--- src/sv/mqrw_pkg.sv ---
// Shared types and constants for the multi-queue ring writer.
// Used by mqrw_table, mqrw_csr and multi_queue_ring_writer_unit; no dependencies.
`default_nettype none

package mqrw_pkg;

   // Queue and ring geometry
   localparam int QUEUES    = 8;
   localparam int SLOTS     = 64;
   localparam int MSG_BYTES = 4096;

   // Field widths
   localparam int QID_W   = 3;
   localparam int IDX_W   = 8;
   localparam int DATA_W  = 64;
   localparam int ADDR_W  = 64;
   localparam int CNT_W   = 32;
   localparam int TBL_DEPTH = 1 << QID_W;

   // Slot offset product width: slot index times message size
   localparam int MSG_W  = $clog2(MSG_BYTES + 1);
   localparam int PROD_W = IDX_W + MSG_W;

   // Register file: eight 64-bit base registers at 8-byte spacing
   localparam int NUM_REGS = 8;
   localparam int PADDR_W  = 6;
   localparam int PDATA_W  = 64;
   localparam int REG_LSB  = 3;

   typedef enum logic {
      OP_MSG  = 1'b0,
      OP_HEAD = 1'b1
   } opcode_type;

   typedef enum logic [1:0] {
      STAT_FWD  = 2'd0,
      STAT_HELD = 2'd1,
      STAT_BUSY = 2'd2,
      STAT_NONE = 2'd3
   } status_type;

   typedef enum logic {
      ST_IDLE,
      ST_EXEC
   } state_type;

   // Access request to one index table
   typedef struct packed {
      logic             rd_en;
      logic [QID_W-1:0] rd_addr;
      logic             wr_en;
      logic [QID_W-1:0] wr_addr;
      logic [IDX_W-1:0] wr_data;
   } tbl_req_type;

endpackage

`default_nettype wire

--- src/sv/mqrw_table.sv ---
// Per-queue index table (tail or head): synchronous memory, one read and one write port.
// Entries read as zero until first written. Depends on mqrw_pkg.
`default_nettype none

module mqrw_table (
   input  wire logic                    clock,
   input  wire logic                    reset,
   input  wire mqrw_pkg::tbl_req_type   req,
   output logic [mqrw_pkg::IDX_W-1:0]   rd_data
);

   logic [mqrw_pkg::IDX_W-1:0]     mem_ff [mqrw_pkg::TBL_DEPTH];
   logic [mqrw_pkg::TBL_DEPTH-1:0] vld_ff;
   logic [mqrw_pkg::IDX_W-1:0]     rd_data_ff;
   logic                           rd_vld_ff;

   always_ff @(posedge clock) begin
      if (req.wr_en) begin
         mem_ff[req.wr_addr] <= req.wr_data;
      end
      if (req.rd_en) begin
         rd_data_ff <= mem_ff[req.rd_addr];
      end
   end

   always_ff @(posedge clock) begin
      if (reset) begin
         vld_ff    <= '0;
         rd_vld_ff <= 1'b0;
      end else begin
         if (req.wr_en) begin
            vld_ff[req.wr_addr] <= 1'b1;
         end
         if (req.rd_en) begin
            rd_vld_ff <= vld_ff[req.rd_addr];
         end
      end
   end

   // unwritten entries read as reset value
   assign rd_data = rd_vld_ff ? rd_data_ff : '0;

endmodule

`default_nettype wire

--- src/sv/mqrw_csr.sv ---
// Base address register file behind the APB-style port, kept in a two-read-port memory.
// Port A serves bus reads, port B serves the datapath. Depends on mqrw_pkg.
`default_nettype none

module mqrw_csr (
   input  wire logic                          clock,
   input  wire logic                          reset,
   input  wire logic                          csr_psel,
   input  wire logic                          csr_penable,
   input  wire logic                          csr_pwrite,
   input  wire logic [mqrw_pkg::PADDR_W-1:0]  csr_paddr,
   input  wire logic [mqrw_pkg::PDATA_W-1:0]  csr_pwdata,
   output logic [mqrw_pkg::PDATA_W-1:0]       csr_prdata,
   output logic                               csr_pready,
   input  wire logic                          base_rd_en,
   input  wire logic [mqrw_pkg::QID_W-1:0]    base_rd_addr,
   output logic [mqrw_pkg::ADDR_W-1:0]        base_rd_data
);

   logic [mqrw_pkg::ADDR_W-1:0]   mem_ff [mqrw_pkg::NUM_REGS];
   logic [mqrw_pkg::NUM_REGS-1:0] vld_ff;
   logic [mqrw_pkg::ADDR_W-1:0]   bus_rd_ff;
   logic                          bus_vld_ff;
   logic [mqrw_pkg::ADDR_W-1:0]   dp_rd_ff;
   logic                          dp_vld_ff;
   logic                          wr_en;
   logic [mqrw_pkg::QID_W-1:0]    reg_idx;

   assign reg_idx    = csr_paddr[mqrw_pkg::REG_LSB +: mqrw_pkg::QID_W];
   assign csr_pready = 1'b1;
   assign wr_en      = csr_psel & csr_penable & csr_pwrite & csr_pready;

   // bus read is sampled during setup, so data is ready in the access phase
   always_ff @(posedge clock) begin
      if (wr_en) begin
         mem_ff[reg_idx] <= csr_pwdata;
      end
      bus_rd_ff <= mem_ff[reg_idx];
      if (base_rd_en) begin
         dp_rd_ff <= mem_ff[base_rd_addr];
      end
   end

   always_ff @(posedge clock) begin
      if (reset) begin
         vld_ff     <= '0;
         bus_vld_ff <= 1'b0;
         dp_vld_ff  <= 1'b0;
      end else begin
         if (wr_en) begin
            vld_ff[reg_idx] <= 1'b1;
         end
         bus_vld_ff <= vld_ff[reg_idx];
         if (base_rd_en) begin
            dp_vld_ff <= vld_ff[base_rd_addr];
         end
      end
   end

   assign csr_prdata   = bus_vld_ff ? bus_rd_ff : '0;
   assign base_rd_data = dp_vld_ff ? dp_rd_ff : '0;

endmodule

`default_nettype wire

--- src/sv/multi_queue_ring_writer_unit.sv ---
// Multi-queue ring writer top level: request/response channels, tables, pending slot.
// Depends on mqrw_pkg, mqrw_table and mqrw_csr.
`default_nettype none

// Places messages into per-queue circular buffers in host memory. Each request
// transaction is either a message (opcode 0) or a consumer head update (opcode 1);
// every request yields exactly one response transaction carrying a status, the
// slot's host address (base + tail * MSG_BYTES), the data, the queue and its tail.
// A message that would make the tail reach the head is held in a single pending
// slot and retried on each head update; other messages are refused while it waits.
// Tail and head indices live in small synchronous memories: a request reads them
// on the acceptance edge, and the exec state then computes the result and writes
// back once the response register is free. Requests are accepted only in idle, so
// a new one enters only after the previous update; the response register lets a new
// request enter while the previous response still waits. Base address
// registers sit behind the APB-style port at byte address 8 * queue.
module multi_queue_ring_writer_unit (
   input  wire logic                          clock,
   input  wire logic                          reset,
   // request channel
   input  wire logic                          req_valid,
   output logic                               req_ready,
   input  wire logic                          req_opcode,
   input  wire logic [mqrw_pkg::QID_W-1:0]    req_queue,
   input  wire logic [mqrw_pkg::IDX_W-1:0]    req_head_index,
   input  wire logic [mqrw_pkg::DATA_W-1:0]   req_payload,
   // response channel
   output logic                               rsp_valid,
   input  wire logic                          rsp_ready,
   output logic [1:0]                         rsp_status,
   output logic [mqrw_pkg::ADDR_W-1:0]        rsp_dma_addr,
   output logic [mqrw_pkg::DATA_W-1:0]        rsp_payload_out,
   output logic [mqrw_pkg::QID_W-1:0]         rsp_queue_out,
   output logic [mqrw_pkg::IDX_W-1:0]         rsp_tail_index,
   output logic [mqrw_pkg::CNT_W-1:0]         rsp_sent_count,
   // configuration port
   input  wire logic                          csr_psel,
   input  wire logic                          csr_penable,
   input  wire logic                          csr_pwrite,
   input  wire logic [mqrw_pkg::PADDR_W-1:0]  csr_paddr,
   input  wire logic [mqrw_pkg::PDATA_W-1:0]  csr_pwdata,
   output logic [mqrw_pkg::PDATA_W-1:0]       csr_prdata,
   output logic                               csr_pready
);

   localparam logic [mqrw_pkg::IDX_W-1:0]  LAST_SLOT = mqrw_pkg::IDX_W'(mqrw_pkg::SLOTS - 1);
   localparam logic [mqrw_pkg::QID_W:0]    NUM_Q     = (mqrw_pkg::QID_W + 1)'(mqrw_pkg::QUEUES);

   // state
   mqrw_pkg::state_type state_ff, state_in;

   // captured request transaction
   logic                          op_ff;
   logic [mqrw_pkg::QID_W-1:0]    q_ff;
   logic [mqrw_pkg::IDX_W-1:0]    head_in_ff;
   logic [mqrw_pkg::DATA_W-1:0]   data_ff;
   logic [mqrw_pkg::QID_W-1:0]    rq_ff;

   // pending slot and counter
   logic                          pend_vld_ff, pend_vld_in;
   logic [mqrw_pkg::DATA_W-1:0]   pend_data_ff, pend_data_in;
   logic [mqrw_pkg::QID_W-1:0]    pend_q_ff, pend_q_in;
   logic [mqrw_pkg::CNT_W-1:0]    cnt_ff, cnt_in;

   // response register
   logic                          rsp_vld_ff, rsp_vld_in;
   mqrw_pkg::status_type          rsp_stat_ff, rsp_stat_in;
   logic [mqrw_pkg::ADDR_W-1:0]   rsp_addr_ff, rsp_addr_in;
   logic [mqrw_pkg::DATA_W-1:0]   rsp_data_ff, rsp_data_in;
   logic [mqrw_pkg::QID_W-1:0]    rsp_q_ff, rsp_q_in;
   logic [mqrw_pkg::IDX_W-1:0]    rsp_tail_ff, rsp_tail_in;

   // memory access
   mqrw_pkg::tbl_req_type         tail_req, head_req;
   logic [mqrw_pkg::IDX_W-1:0]    tail_rd, head_rd;
   logic [mqrw_pkg::ADDR_W-1:0]   base_rd;
   logic                          rd_en;
   logic [mqrw_pkg::QID_W-1:0]    rd_addr;

   // datapath
   logic                          accept;
   logic                          exec_go;
   logic                          qok;
   logic [mqrw_pkg::IDX_W-1:0]    head_eff;
   logic [mqrw_pkg::IDX_W-1:0]    next_tail;
   logic                          room;
   logic [mqrw_pkg::PROD_W-1:0]   slot_off;
   logic [mqrw_pkg::ADDR_W-1:0]   slot_addr;
   logic [mqrw_pkg::DATA_W-1:0]   try_data;
   logic                          do_try;

   mqrw_table u_tail (
      .clock   (clock),
      .reset   (reset),
      .req     (tail_req),
      .rd_data (tail_rd)
   );

   mqrw_table u_head (
      .clock   (clock),
      .reset   (reset),
      .req     (head_req),
      .rd_data (head_rd)
   );

   mqrw_csr u_csr (
      .clock        (clock),
      .reset        (reset),
      .csr_psel     (csr_psel),
      .csr_penable  (csr_penable),
      .csr_pwrite   (csr_pwrite),
      .csr_paddr    (csr_paddr),
      .csr_pwdata   (csr_pwdata),
      .csr_prdata   (csr_prdata),
      .csr_pready   (csr_pready),
      .base_rd_en   (rd_en),
      .base_rd_addr (rd_addr),
      .base_rd_data (base_rd)
   );

   // Accept only in idle; the update cycle always completes before the next read,
   // so no forwarding between transactions is needed.
   assign req_ready = (state_ff == mqrw_pkg::ST_IDLE);
   assign accept    = req_valid & req_ready;

   // A head update with a message pending reads the pending queue for the retry.
   assign rd_en   = accept;
   assign rd_addr = (req_opcode == mqrw_pkg::OP_HEAD && pend_vld_ff) ? pend_q_ff : req_queue;

   always_ff @(posedge clock) begin
      if (accept) begin
         op_ff      <= req_opcode;
         q_ff       <= req_queue;
         head_in_ff <= req_head_index;
         data_ff    <= req_payload;
         rq_ff      <= rd_addr;
      end
   end

   // Slot arithmetic on the entry just read
   always_comb begin
      qok = ({1'b0, q_ff} < NUM_Q);
      // a head update to the queue being retried takes effect first
      if (op_ff == mqrw_pkg::OP_HEAD && qok && q_ff == rq_ff) begin
         head_eff = head_in_ff;
      end else begin
         head_eff = head_rd;
      end
      next_tail = (tail_rd == LAST_SLOT) ? '0 : tail_rd + 1'b1;
      room      = (next_tail != head_eff);
      slot_off  = mqrw_pkg::PROD_W'(tail_rd) * mqrw_pkg::PROD_W'(mqrw_pkg::MSG_BYTES);
      slot_addr = base_rd + mqrw_pkg::ADDR_W'(slot_off);
      try_data  = (op_ff == mqrw_pkg::OP_HEAD) ? pend_data_ff : data_ff;
   end

   // Next state, write-back and response
   always_comb begin
      state_in     = state_ff;
      exec_go      = 1'b0;
      do_try       = 1'b0;
      pend_vld_in  = pend_vld_ff;
      pend_data_in = pend_data_ff;
      pend_q_in    = pend_q_ff;
      cnt_in       = cnt_ff;
      rsp_stat_in  = rsp_stat_ff;
      rsp_addr_in  = rsp_addr_ff;
      rsp_data_in  = rsp_data_ff;
      rsp_q_in     = rsp_q_ff;
      rsp_tail_in  = rsp_tail_ff;
      rsp_vld_in   = rsp_vld_ff & ~rsp_ready;

      tail_req         = '0;
      tail_req.rd_en   = rd_en;
      tail_req.rd_addr = rd_addr;
      head_req         = '0;
      head_req.rd_en   = rd_en;
      head_req.rd_addr = rd_addr;

      unique case (state_ff)
         mqrw_pkg::ST_IDLE: begin
            if (accept) begin
               state_in = mqrw_pkg::ST_EXEC;
            end
         end
         mqrw_pkg::ST_EXEC: begin
            // hold until the response register is free
            if (!rsp_vld_ff || rsp_ready) begin
               exec_go     = 1'b1;
               state_in    = mqrw_pkg::ST_IDLE;
               rsp_vld_in  = 1'b1;
               rsp_stat_in = mqrw_pkg::STAT_NONE;
               rsp_addr_in = '0;
               rsp_data_in = '0;
               rsp_q_in    = q_ff;
               rsp_tail_in = '0;

               if (op_ff == mqrw_pkg::OP_HEAD) begin
                  if (qok) begin
                     head_req.wr_en   = 1'b1;
                     head_req.wr_addr = q_ff;
                     head_req.wr_data = head_in_ff;
                  end
                  if (pend_vld_ff) begin
                     do_try = 1'b1;
                  end else if (qok) begin
                     rsp_tail_in = tail_rd;
                  end
               end else if (!qok) begin
                  rsp_stat_in = mqrw_pkg::STAT_NONE;
               end else if (pend_vld_ff) begin
                  rsp_stat_in = mqrw_pkg::STAT_BUSY;
                  rsp_tail_in = tail_rd;
               end else begin
                  do_try = 1'b1;
               end

               if (do_try) begin
                  rsp_q_in = rq_ff;
                  if (room) begin
                     // place: advance tail, release pending slot
                     rsp_stat_in      = mqrw_pkg::STAT_FWD;
                     rsp_addr_in      = slot_addr;
                     rsp_data_in      = try_data;
                     rsp_tail_in      = next_tail;
                     tail_req.wr_en   = 1'b1;
                     tail_req.wr_addr = rq_ff;
                     tail_req.wr_data = next_tail;
                     cnt_in           = cnt_ff + 1'b1;
                     pend_vld_in      = 1'b0;
                  end else begin
                     // ring full: hold the message
                     rsp_stat_in  = mqrw_pkg::STAT_HELD;
                     rsp_tail_in  = tail_rd;
                     pend_vld_in  = 1'b1;
                     pend_data_in = try_data;
                     pend_q_in    = rq_ff;
                  end
               end
            end
         end
         default: begin
            state_in = mqrw_pkg::ST_IDLE;
         end
      endcase
   end

   always_ff @(posedge clock) begin
      if (reset) begin
         state_ff    <= mqrw_pkg::ST_IDLE;
         pend_vld_ff <= 1'b0;
         cnt_ff      <= '0;
         rsp_vld_ff  <= 1'b0;
      end else begin
         state_ff    <= state_in;
         pend_vld_ff <= pend_vld_in;
         cnt_ff      <= cnt_in;
         rsp_vld_ff  <= rsp_vld_in;
      end
   end

   always_ff @(posedge clock) begin
      pend_data_ff <= pend_data_in;
      pend_q_ff    <= pend_q_in;
      if (exec_go) begin
         rsp_stat_ff <= rsp_stat_in;
         rsp_addr_ff <= rsp_addr_in;
         rsp_data_ff <= rsp_data_in;
         rsp_q_ff    <= rsp_q_in;
         rsp_tail_ff <= rsp_tail_in;
      end
   end

   assign rsp_valid       = rsp_vld_ff;
   assign rsp_status      = rsp_stat_ff;
   assign rsp_dma_addr    = rsp_addr_ff;
   assign rsp_payload_out = rsp_data_ff;
   assign rsp_queue_out   = rsp_q_ff;
   assign rsp_tail_index  = rsp_tail_ff;
   assign rsp_sent_count  = cnt_ff;

endmodule

`default_nettype wire

--- config.mk ---
export PLATFORM = sky130hd
export DESIGN_NAME = multi_queue_ring_writer_unit
export DESIGN_NICKNAME = d
export VERILOG_FILES = /design/src/sv/mqrw_pkg.sv /design/src/sv/mqrw_table.sv /design/src/sv/mqrw_csr.sv /design/src/sv/multi_queue_ring_writer_unit.sv
export SDC_FILE = /design/constraint.sdc
export NUM_CORES = 1
export LEC_CHECK = 0
export ABC_AREA = 1
export BUFFER_PORTS_ARGS = -buffer_cell sky130_fd_sc_hd__buf_2
export CORE_MARGIN = 2
export CORE_UTILIZATION = 35
export CTS_BUF_LIST = sky130_fd_sc_hd__clkbuf_2
export CTS_CLUSTER_DIAMETER = 60
export CTS_CLUSTER_SIZE = 30
export DETAILED_ROUTE_END_ITERATION = 8
export HOLD_SLACK_MARGIN = 0.06
export PLACE_DENSITY = 0.58
export SYNTH_ARGS = -nofsm -noshare
export SYNTH_HDL_FRONTEND = slang
export SYNTH_HIERARCHICAL = 1
export SYNTH_SLANG_ARGS = --single-unit
--- constraint.sdc ---
create_clock -name clock -period 15.4 [get_ports clock]
set_clock_uncertainty 0.05 [all_clocks]
set_input_delay 1.54 -clock clock [delete_from_list [all_inputs] [get_ports clock]]
set_output_delay 1.54 -clock clock [all_outputs]
set_load 0.02 [all_outputs]
==> results of run 1 <==
Yosys cell counts, types with 26 or more instances:
| library cell | number |
|---|---|
| sky130_fd_sc_hd__buf_4 | 26 |
| sky130_fd_sc_hd__or2_2 | 76 |
| sky130_fd_sc_hd__dfxtp_1 | 127 |
| sky130_fd_sc_hd__edfxtp_1 | 1007 |
| sky130_fd_sc_hd__nor2_1 | 565 |
| sky130_fd_sc_hd__buf_2 | 69 |
| sky130_fd_sc_hd__nand2_1 | 1209 |
| sky130_fd_sc_hd__nor3_1 | 34 |
| sky130_fd_sc_hd__nand3_1 | 135 |
| sky130_fd_sc_hd__o21ai_1 | 34 |
| sky130_fd_sc_hd__clkbuf_1 | 118 |
| sky130_fd_sc_hd__o22ai_1 | 74 |
| sky130_fd_sc_hd__buf_1 | 26 |
| sky130_fd_sc_hd__a21oi_1 | 202 |
| sky130_fd_sc_hd__inv_1 | 647 |
| sky130_fd_sc_hd__o21ai_0 | 670 |
| sky130_fd_sc_hd__xor2_1 | 26 |
cell type report:
class / instances / area (µm²)
Multi-Input combinational cell: 3158 / 14400
Fill cell: 14118 / 86630
Timing Repair Buffer: 574 / 3709
Clock inverter: 85 / 975.9
Sequential cell: 1134 / 32790
Inverter: 662 / 2512
Clock buffer: 113 / 565.5
Antenna cell: 15 / 37.54
Tap cell: 1903 / 2381
critical path, delay by kind of cell (launching register included):
family | cells | cell delay (ns)
buf+inv | 2 | 0.33
flops | 1 | 1.05
simple gates | 1 | 0.47
report_power, final:
group / total [mW] / switching, mW / internal, mW
sequential: 3.51 / 0.0416 / 3.47
clock: 1.59 / 1.18 / 0.413
combinational: 0.637 / 0.464 / 0.173
routing by layer:
layer  wire [µm]  vias to the layer above
met2       69230                     1500
met1       64930                    18088
met3       13750                      285
li1            -                    18185
met4        4426                       24
met5         148                        -
registers in the layout (all words and copies together), names as in the netlist, 8 cells and up:
| signal | flops |
|---|---|
| data_ff | 64 |
| head_in_ff | 8 |
| pend_data_ff | 64 |
| rsp_dma_addr | 64 |
| rsp_payload_out | 64 |
| rsp_sent_count | 32 |
| rsp_tail_index | 8 |
| u_csr/bus_rd_ff | 64 |
| u_csr/dp_rd_ff | 64 |
| u_csr/mem_ff | 512 |
| u_csr/vld_ff | 8 |
| u_head/mem_ff | 64 |
| u_head/rd_data_ff | 8 |
| u_head/vld_ff | 8 |
| u_tail/mem_ff | 64 |
| u_tail/rd_data_ff | 8 |
| u_tail/vld_ff | 8 |
through the flow:
step,worst slack [ns],cells,cell area (µm²)
after floorplan,1.779,5215,50900
after global placement,9.557,7289,54370
after detailed placement,9.500,7289,54370
after CTS,10.10,7629,57330
after global routing,10.05,7640,57360
final,10.40,7644,57370
worst paths after layout:
| path | endpoint | slack (ns) | startpoint |
|---|---|---|---|
| worst max-delay path | csr_prdata[0] | 10.40 | u_csr/bus_vld_ff$_SDFF_PP0_ |
| worst min-delay path | u_csr/bus_rd_ff[59]$_DFF_P_ | 0.39 | csr_paddr[5] |
| worst max register to register | u_tail/mem_ff[3][3]$_DFFE_PP_ | 10.70 | u_tail/rd_vld_ff$_SDFFE_PP0P_ |
| worst min register to register | u_csr/vld_ff[4]$_SDFFE_PP0P_ | 0.45 | u_csr/vld_ff[4]$_SDFFE_PP0P_ |
cells by family (layout without fill, tap and decap cells):
group | count (synthesis) | in the layout | synth area share
adders and majority gates | 12 | 12 | 0.003097
xor gates and xnor gates | 47 | 47 | 0.008088
AOI/OAI and AO/OA | 1004 | 1004 | 0.1020
buffers and inverters | 923 | 1434 | 0.07532
and+or+nand+nor | 2091 | 2091 | 0.1667
DFF | 1134 | 1134 | 0.6441
muxes | 3 | 3 | 0.0006637
other | 1 | 16 | 0.00007368
==> parameters.txt, run 1 <==
Parameter                              Value

Timing
  Share of the clock period used by the worst path ... 0.3245
  Total of endpoints with negative setup slack in the final report ... 0
  Unrepaired setup endpoints after global routing ... no
  Worst hold slack after final layout ... 0.3883 ns
  Count of final hold-check violations ... 0
  Post-route minimum period ... 4.998 ns
  Setup TNS after final layout ... 0 ns
  Count of pins over their slew limit ... 0
  Actual slew at the worst max-slew pin ... 1.142 ns
  Worst slew margin ... 0.2359
  Maximum achievable frequency ... 200.1 MHz

Clock tree
  Clock network latency to the later pin of the worst-skew pair ... 1.66 ns
  TritonCTS clock tree ... yes
  Buffer cell driving the clock tree root ... sky130_fd_sc_hd__clkbuf_2
  Cts hold-fix bufs ... 142
  CTS Sinks ... 1,134
  Number of CTS-inserted buffers ... 104
  Worst-case clock buffer depth ... 3
  Cells resized by post-CTS repair ... 0
  Count of H-tree levels built during CTS ... 3
  Clock Pin Slew Worst Setup and Hold Paths ... 0.29 ns
  Post-CTS Setup Bufs ... 0

Setup path
  Data required time at the worst endpoint ... 13.81 ns
  Chain of cells forming the critical path ... nand2_1 > inv_1 > buf_2
  Critical path peak fanout ... 64
  Startpoint types ... register
  Start-to-end type of the worst setup path ... register to primary output
  Worst Reg-to-Reg Cells ... 19
  Worst endpoint data arrival time ... 3.41 ns
  Delay contributed by the slowest stage of the critical path ... 1.05 ns
  Slowest cell on crit path ... sky130_fd_sc_hd__dfxtp_4
  Worst Setup End Kind ... primary output

GRT
  Gr ovfl total ... 0
  Number of antenna violations at the first check in global routing ... 27
  GR met3 Demand/Resource ... 0.04291
  Number of global-route vias before repair ... 36,335
  Global-route wire length before repair ... 225,100 µm
  Total global-route track usage ... 0.2009
  Met2 demand-to-capacity share in global routing ... 0.3186
  Most congested layer reported by global routing ... met2
  Met1 Use GR ... 0.2755
  Maximum number of pins on one net before global-route repair ... 142

Synthesis
  Share of the synthesized area in the top cell type ... 0.5941
  Synthesis warning total ... 6
  Part of the Yosys area used for sequential elements ... 0.6441
  Count of different cell masters after synthesis ... 43
  Commonest register cell after synthesis ... sky130_fd_sc_hd__edfxtp_1
  Cells taking the most area after synthesis ... sky130_fd_sc_hd__edfxtp_1, sky130_fd_sc_hd__nand2_1, sky130_fd_sc_hd__o21ai_0, sky130_fd_sc_hd__dfxtp_1, sky130_fd_sc_hd__inv_1
  Biggest area consumer among synthesized cells ... sky130_fd_sc_hd__edfxtp_1
  Area of the mapped netlist ... 50,900 µm²
  Synth Register Bits ... 1,134
  Mean post-synth cell area ... 9.760 µm²
  Fraction of registers with async set or reset after synthesis ... 0
  Net count after synthesis ... 5,380
  Gate count of the mapped netlist ... 5,215
  EDFF count, synth ... 1,007

Floorplanning
  Die outline height ... 385.3 µm
  Core footprint ... 144,000 µm²
  Starting Density ... 0.3534
  Horizontal extent of the die ... 385.3 µm
  Overall die area ... 148,500 µm²
  Standard-cell row count ... 139
  Count of boundary I/O pins ... 393

Route
  Mean number of vias per cell ... 4.982
  Detailed-route via count ... 38,082
  Starting DRC count in detailed routing ... 3,437
  Total routed wirelength ... 152,500 µm
  Drt drc ... 0
  Antenna-violating nets left ... 0
  Mean routed wirelength per cell ... 19.95 µm
  Iteration count of the initial detailed-routing pass ... 6

Power
  Pwr dens ... 100.0 nW/µm²
  Leakage power ... 23.11 nW
  Worst vdd rail ir drop ... 0.07350 mV
  Final Power ... 5.737 mW

Final layout
  Finished Core Util ... 0.3984
  Total Nets Final ... 5,799
  Area Growth Syn to Fin ... 12.72%
  Commonest non-fill, non-tap cell in the layout ... sky130_fd_sc_hd__nand2_1
  Most frequent cells in the layout ... sky130_fd_sc_hd__nand2_1, sky130_fd_sc_hd__edfxtp_1, sky130_fd_sc_hd__o21ai_0
  Fraction of final layout cells with drive strength greater than 1 ... 0.1308

Place
  Placed wire-length estimate after detailed placement ... 94,450 µm
  Input/output buffers ... 388
  Routability congestion estimate from global placement ... 0.8994

Worst hold path
  Min-Delay Path Depth ... 3
  Type of the tightest min-delay check ... primary input to register

Run status
  Status ... finished, final reports clean

Flow run
  Number of maximum-capacitance violations ... 0
Note: power is estimated with default switching activity, not from simulation.
==> inputs of run 2 (changes only) <==
--- a/config.mk
+++ b/config.mk
@@ -14,7 +14,7 @@
 export CTS_CLUSTER_SIZE = 30
 export DETAILED_ROUTE_END_ITERATION = 8
 export HOLD_SLACK_MARGIN = 0.06
-export PLACE_DENSITY = 0.58
+export PLACE_DENSITY = 0.6
 export SYNTH_ARGS = -nofsm -noshare
 export SYNTH_HDL_FRONTEND = slang
 export SYNTH_HIERARCHICAL = 1
==> constraint.sdc (replaced) <==
create_clock -name clock -period 4 [get_ports clock]
set_clock_uncertainty 0.05 [all_clocks]
set_input_delay 0.4 -clock clock [delete_from_list [all_inputs] [get_ports clock]]
set_output_delay 0.4 -clock clock [all_outputs]
set_load 0.02 [all_outputs]
==> run 2 against run 1 <==
Register-to-register slack got worse by 10 ns. Utilization increased by 2.5 points. Global-route usage is 0.64 points higher. Highest routed layer unchanged. Final area is 6.3% higher. Sequential share of layout area decreased by 3.4 points. Critical path depth is 15 higher. Wire length increased by 3.5%. Worst hold slack worse by 0.13 ns. Die area unchanged. Sequential power increased to 3.8 times the previous value. Via count grew 4.3%. First-iteration DRC count grew 4.5%.
==> parameters.txt, run 2 (synthesis gave the netlist of run 1 again) <==
Parameter                              Value

Run status
  Status ... finished, final reports clean (unchanged)

GRT
  Number of antenna violations at the first check in global routing ... 16 (was 27)
  Total global-route track usage ... 0.2073 (was 0.2009)
  Gr ovfl total ... 0 (unchanged)
  Maximum number of pins on one net before global-route repair ... 143 (was 142)
  Number of global-route vias before repair ... 38,174 (was 36,335)
  Global-route wire length before repair ... 232,300 µm (was 225,100 µm)

Place
  Routability congestion estimate from global placement ... 0.9019 (was 0.8994)
  Placed wire-length estimate after detailed placement ... 97,520 µm (was 94,450 µm)
  Input/output buffers ... 388 (unchanged)
  Worst slack, placed ... 0.5095 ns (was 9.500 ns)

Setup path
  Start-to-end type of the worst setup path ... register to register (was register to primary output)
  Data required time at the worst endpoint ... 5.52 ns (was 13.81 ns)
  RR Endpoint ... rsp_sent_count[12]$_SDFFE_PP0P_ (was u_tail/mem_ff[3][3]$_DFFE_PP_)
  Critical path buffer and inverter count ... 6 (was 2)
  First element of the critical path ... u_tail/rd_vld_ff$_SDFFE_PP0P_ (was u_csr/bus_vld_ff$_SDFF_PP0_)
  Most common cell type on the critical path ... sky130_fd_sc_hd__nand2_1
  Worst Setup End Kind ... register (was primary output)
  Count of cell instances traversed by the critical path ... 18 (was 3)
  Top Family by Delay on Critical Path ... buffers and inverters (was flip-flops)
  Worst endpoint data arrival time ... 5.25 ns (was 3.41 ns)
  Startpoint of the lowest-slack register-to-register path ... u_tail/rd_vld_ff$_SDFFE_PP0P_ (unchanged)
  R2r setup slk ... 0.28 ns (was 10.70 ns)
  Chain of cells forming the critical path ... nand2_1 > inv_1 > ha_1 > nand2_1 > nor2_1 > inv_1 > nand2_1 > inv_1 > nand3_1 > nand2_1 > nand3_1 > nor2_4 > nand2_2 > buf_4 > buf_4 > nand3_1 > a21oi_1 > dlygate4sd3_1 (was nand2_1 > inv_1 > buf_2)
  Delay contributed by the slowest stage of the critical path ... 0.61 ns (was 1.05 ns)
  Startpoint types ... register (unchanged)
  Critical path peak fanout ... 38 (was 64)
  Worst Reg-to-Reg Cells ... 18 (was 19)
  Slowest cell on crit path ... sky130_fd_sc_hd__dfxtp_1 (was sky130_fd_sc_hd__dfxtp_4)

Floorplanning
  Core footprint ... 144,000 µm² (unchanged)
  Starting Density ... 0.3534 (unchanged)
  Count of boundary I/O pins ... 393 (unchanged)
  Overall die area ... 148,500 µm² (unchanged)
  Die outline height ... 385.3 µm (unchanged)
  Horizontal extent of the die ... 385.3 µm (unchanged)
  Standard-cell row count ... 139 (unchanged)

Final layout
  Most flop-heavy register ... u_csr/mem_ff (unchanged)
  Area Growth Syn to Fin ... 19.82% (was 12.72%)
  Finished Core Util ... 0.4235 (was 0.3984)
  Commonest non-fill, non-tap cell in the layout ... sky130_fd_sc_hd__nand2_1 (unchanged)
  Most frequent cells in the layout ... sky130_fd_sc_hd__nand2_1, sky130_fd_sc_hd__edfxtp_1, sky130_fd_sc_hd__o21ai_0 (unchanged)
  Number of flip-flops under the largest register name ... 512 (unchanged)
  Fraction of final layout cells with drive strength greater than 1 ... 0.1328 (was 0.1308)
  Total Nets Final ... 6,129 (was 5,799)

Power
  Clock network fraction of total power ... 0.288 (was 0.278)
  Leakage power ... 24.70 nW (was 23.11 nW)
  Share of total power in combinational logic ... 0.121 (was 0.111)
  Worst vdd rail ir drop ... 0.2533 mV (was 0.07350 mV)
  Part of the total power dissipated in sequential elements ... 0.591 (was 0.611)
  Cell-internal power ... 16.25 mW (was 4.053 mW)
  Proportion of total power due to net switching ... 0.2892 (was 0.2936)
  Pwr dens ... 374.8 nW/µm² (was 100.0 nW/µm²)
  Switching component of the power ... 6.610 mW (was 1.684 mW)

Timing
  Setup TNS after final layout ... 0 ns (unchanged)
  Post-route minimum period ... 3.724 ns
  Count of pins over their slew limit ... 0 (unchanged)
  Maximum achievable frequency ... 268.5 MHz
  Share of the clock period used by the worst path ... 0.9309
  Worst slew margin ... 0.2941 (was 0.2359)
  Worst-case setup margin in the final layout ... 0.2762 ns (was 10.40 ns)
  Count of final hold-check violations ... 0 (unchanged)
  Actual slew at the worst max-slew pin ... 1.057 ns (was 1.142 ns)
  Total of endpoints with negative setup slack in the final report ... 0 (unchanged)
  Unrepaired setup endpoints after global routing ... no (unchanged)

Route
  Met3 routed WL ... 13,820 µm (was 13,750 µm)
  Highest signal layer in the routed design ... met5 (unchanged)
  Antenna-violating nets left ... 0 (unchanged)
  Total routed wirelength ... 157,800 µm (was 152,500 µm)
  Routed met2 length ... 73,570 µm (was 69,230 µm)
  Iteration count of the initial detailed-routing pass ... 7 (was 6)
  Detailed-route via count ... 39,724 (was 38,082)
  Drt drc ... 0 (unchanged)
  Met1 Wirelength ... 65,650 µm (was 64,930 µm)
  Starting DRC count in detailed routing ... 3,591 (was 3,437)
  Mean number of vias per cell ... 4.982 (about the same)
  Mean routed wirelength per cell ... 19.79 µm (was 19.95 µm)

Worst hold path
  Hold Path Origin ... csr_pwdata[47] (was csr_paddr[5])
  Endpoint, Worst Hold ... u_csr/mem_ff[1][47]$_DFFE_PP_ (was u_csr/bus_rd_ff[59]$_DFF_P_)
  Min-Delay Path Depth ... 3 (unchanged)
  Type of the tightest min-delay check ... primary input to register (unchanged)

Clock tree
  Buffer cell driving the clock tree root ... sky130_fd_sc_hd__clkbuf_2 (unchanged)
  Worst-case clock buffer depth ... 3 (unchanged)
  Count of H-tree levels built during CTS ... 3 (unchanged)
  TritonCTS clock tree ... yes (unchanged)
  Clock network latency to the later pin of the worst-skew pair ... 1.65 ns (was 1.66 ns)
  CTS Sinks ... 1,134 (unchanged)
  Clock Pin Slew Worst Setup and Hold Paths ... 0.33 ns (was 0.29 ns)
  Number of CTS-inserted buffers ... 106 (was 104)

Flow run
  Number of maximum-capacitance violations ... 0 (unchanged)
run 2: worst max-delay path by stage:
stage               slack [ns]                               to
detailed placement        0.51    u_tail/mem_ff[7][7]$_DFFE_PP_
global route              0.02  rsp_sent_count[12]$_SDFFE_PP0P_
global placement          0.55    u_tail/mem_ff[7][2]$_DFFE_PP_
finish                    0.28  rsp_sent_count[12]$_SDFFE_PP0P_
CTS                       0.03                   csr_prdata[33]
floorplan                -1.11        pend_data_ff[0]$_DFFE_PP_
run 2: stage by stage:
step | area [µm²] | hold WS [ns] | power, mW | cells
after floorplan | 50970 | 0.3903 | 15.18 | 5215
after global placement | 54880 | 0.3995 | 16.12 | 7323
after detailed placement | 54880 | 0.4081 | 16.15 | 7323
after CTS | 60950 | 0.06357 | 23.06 | 7958
after global routing | 60980 | 0.05250 | 23.80 | 7970
final | 60990 | 0.2543 | 22.86 | 7973
run 2: layout make-up:
type / count / area (µm²)
antenna: 15 / 37.54
clock buffer: 114 / 570.5
clock inverter: 85 / 1114
fill: 13777 / 83020
inverter: 662 / 2511
multi-input combinational: 3158 / 14450
sequential: 1134 / 32790
tap: 1903 / 2381
timing repair buffer: 902 / 7127
run 2: worst min-delay path: cells and delay by family:
kind                   cells  cell delay [ns]
buffers and inverters      3             1.37
run 2: repair_timing:
action	CTS	global route
hold endpoints to repair	1926	0
endpoints found under the setup margin	18	0
resized for setup	0	0
hold buffers	435	0
setup buffers	1	0
run 2: power groups by stage:
stage	Clock, mW	Combinational [mW]	Sequential, mW
finish	6.58	2.78	13.5
detailed placement	0	2.39	13.8
global placement	0	2.37	13.7
floorplan	0	1.34	13.8
CTS	6.80	2.75	13.5
global route	7.22	3.04	13.5
run 2: layer usage:
| metal | GRT usage | up-vias |
|---|---|---|
| li1 | - | 18848 |
| met1 | 0.2752 | 18890 |
| met2 | 0.3420 | 1686 |
| met3 | 0.03892 | 288 |
| met4 | 0.06593 | 12 |
| met5 | 0 | - |
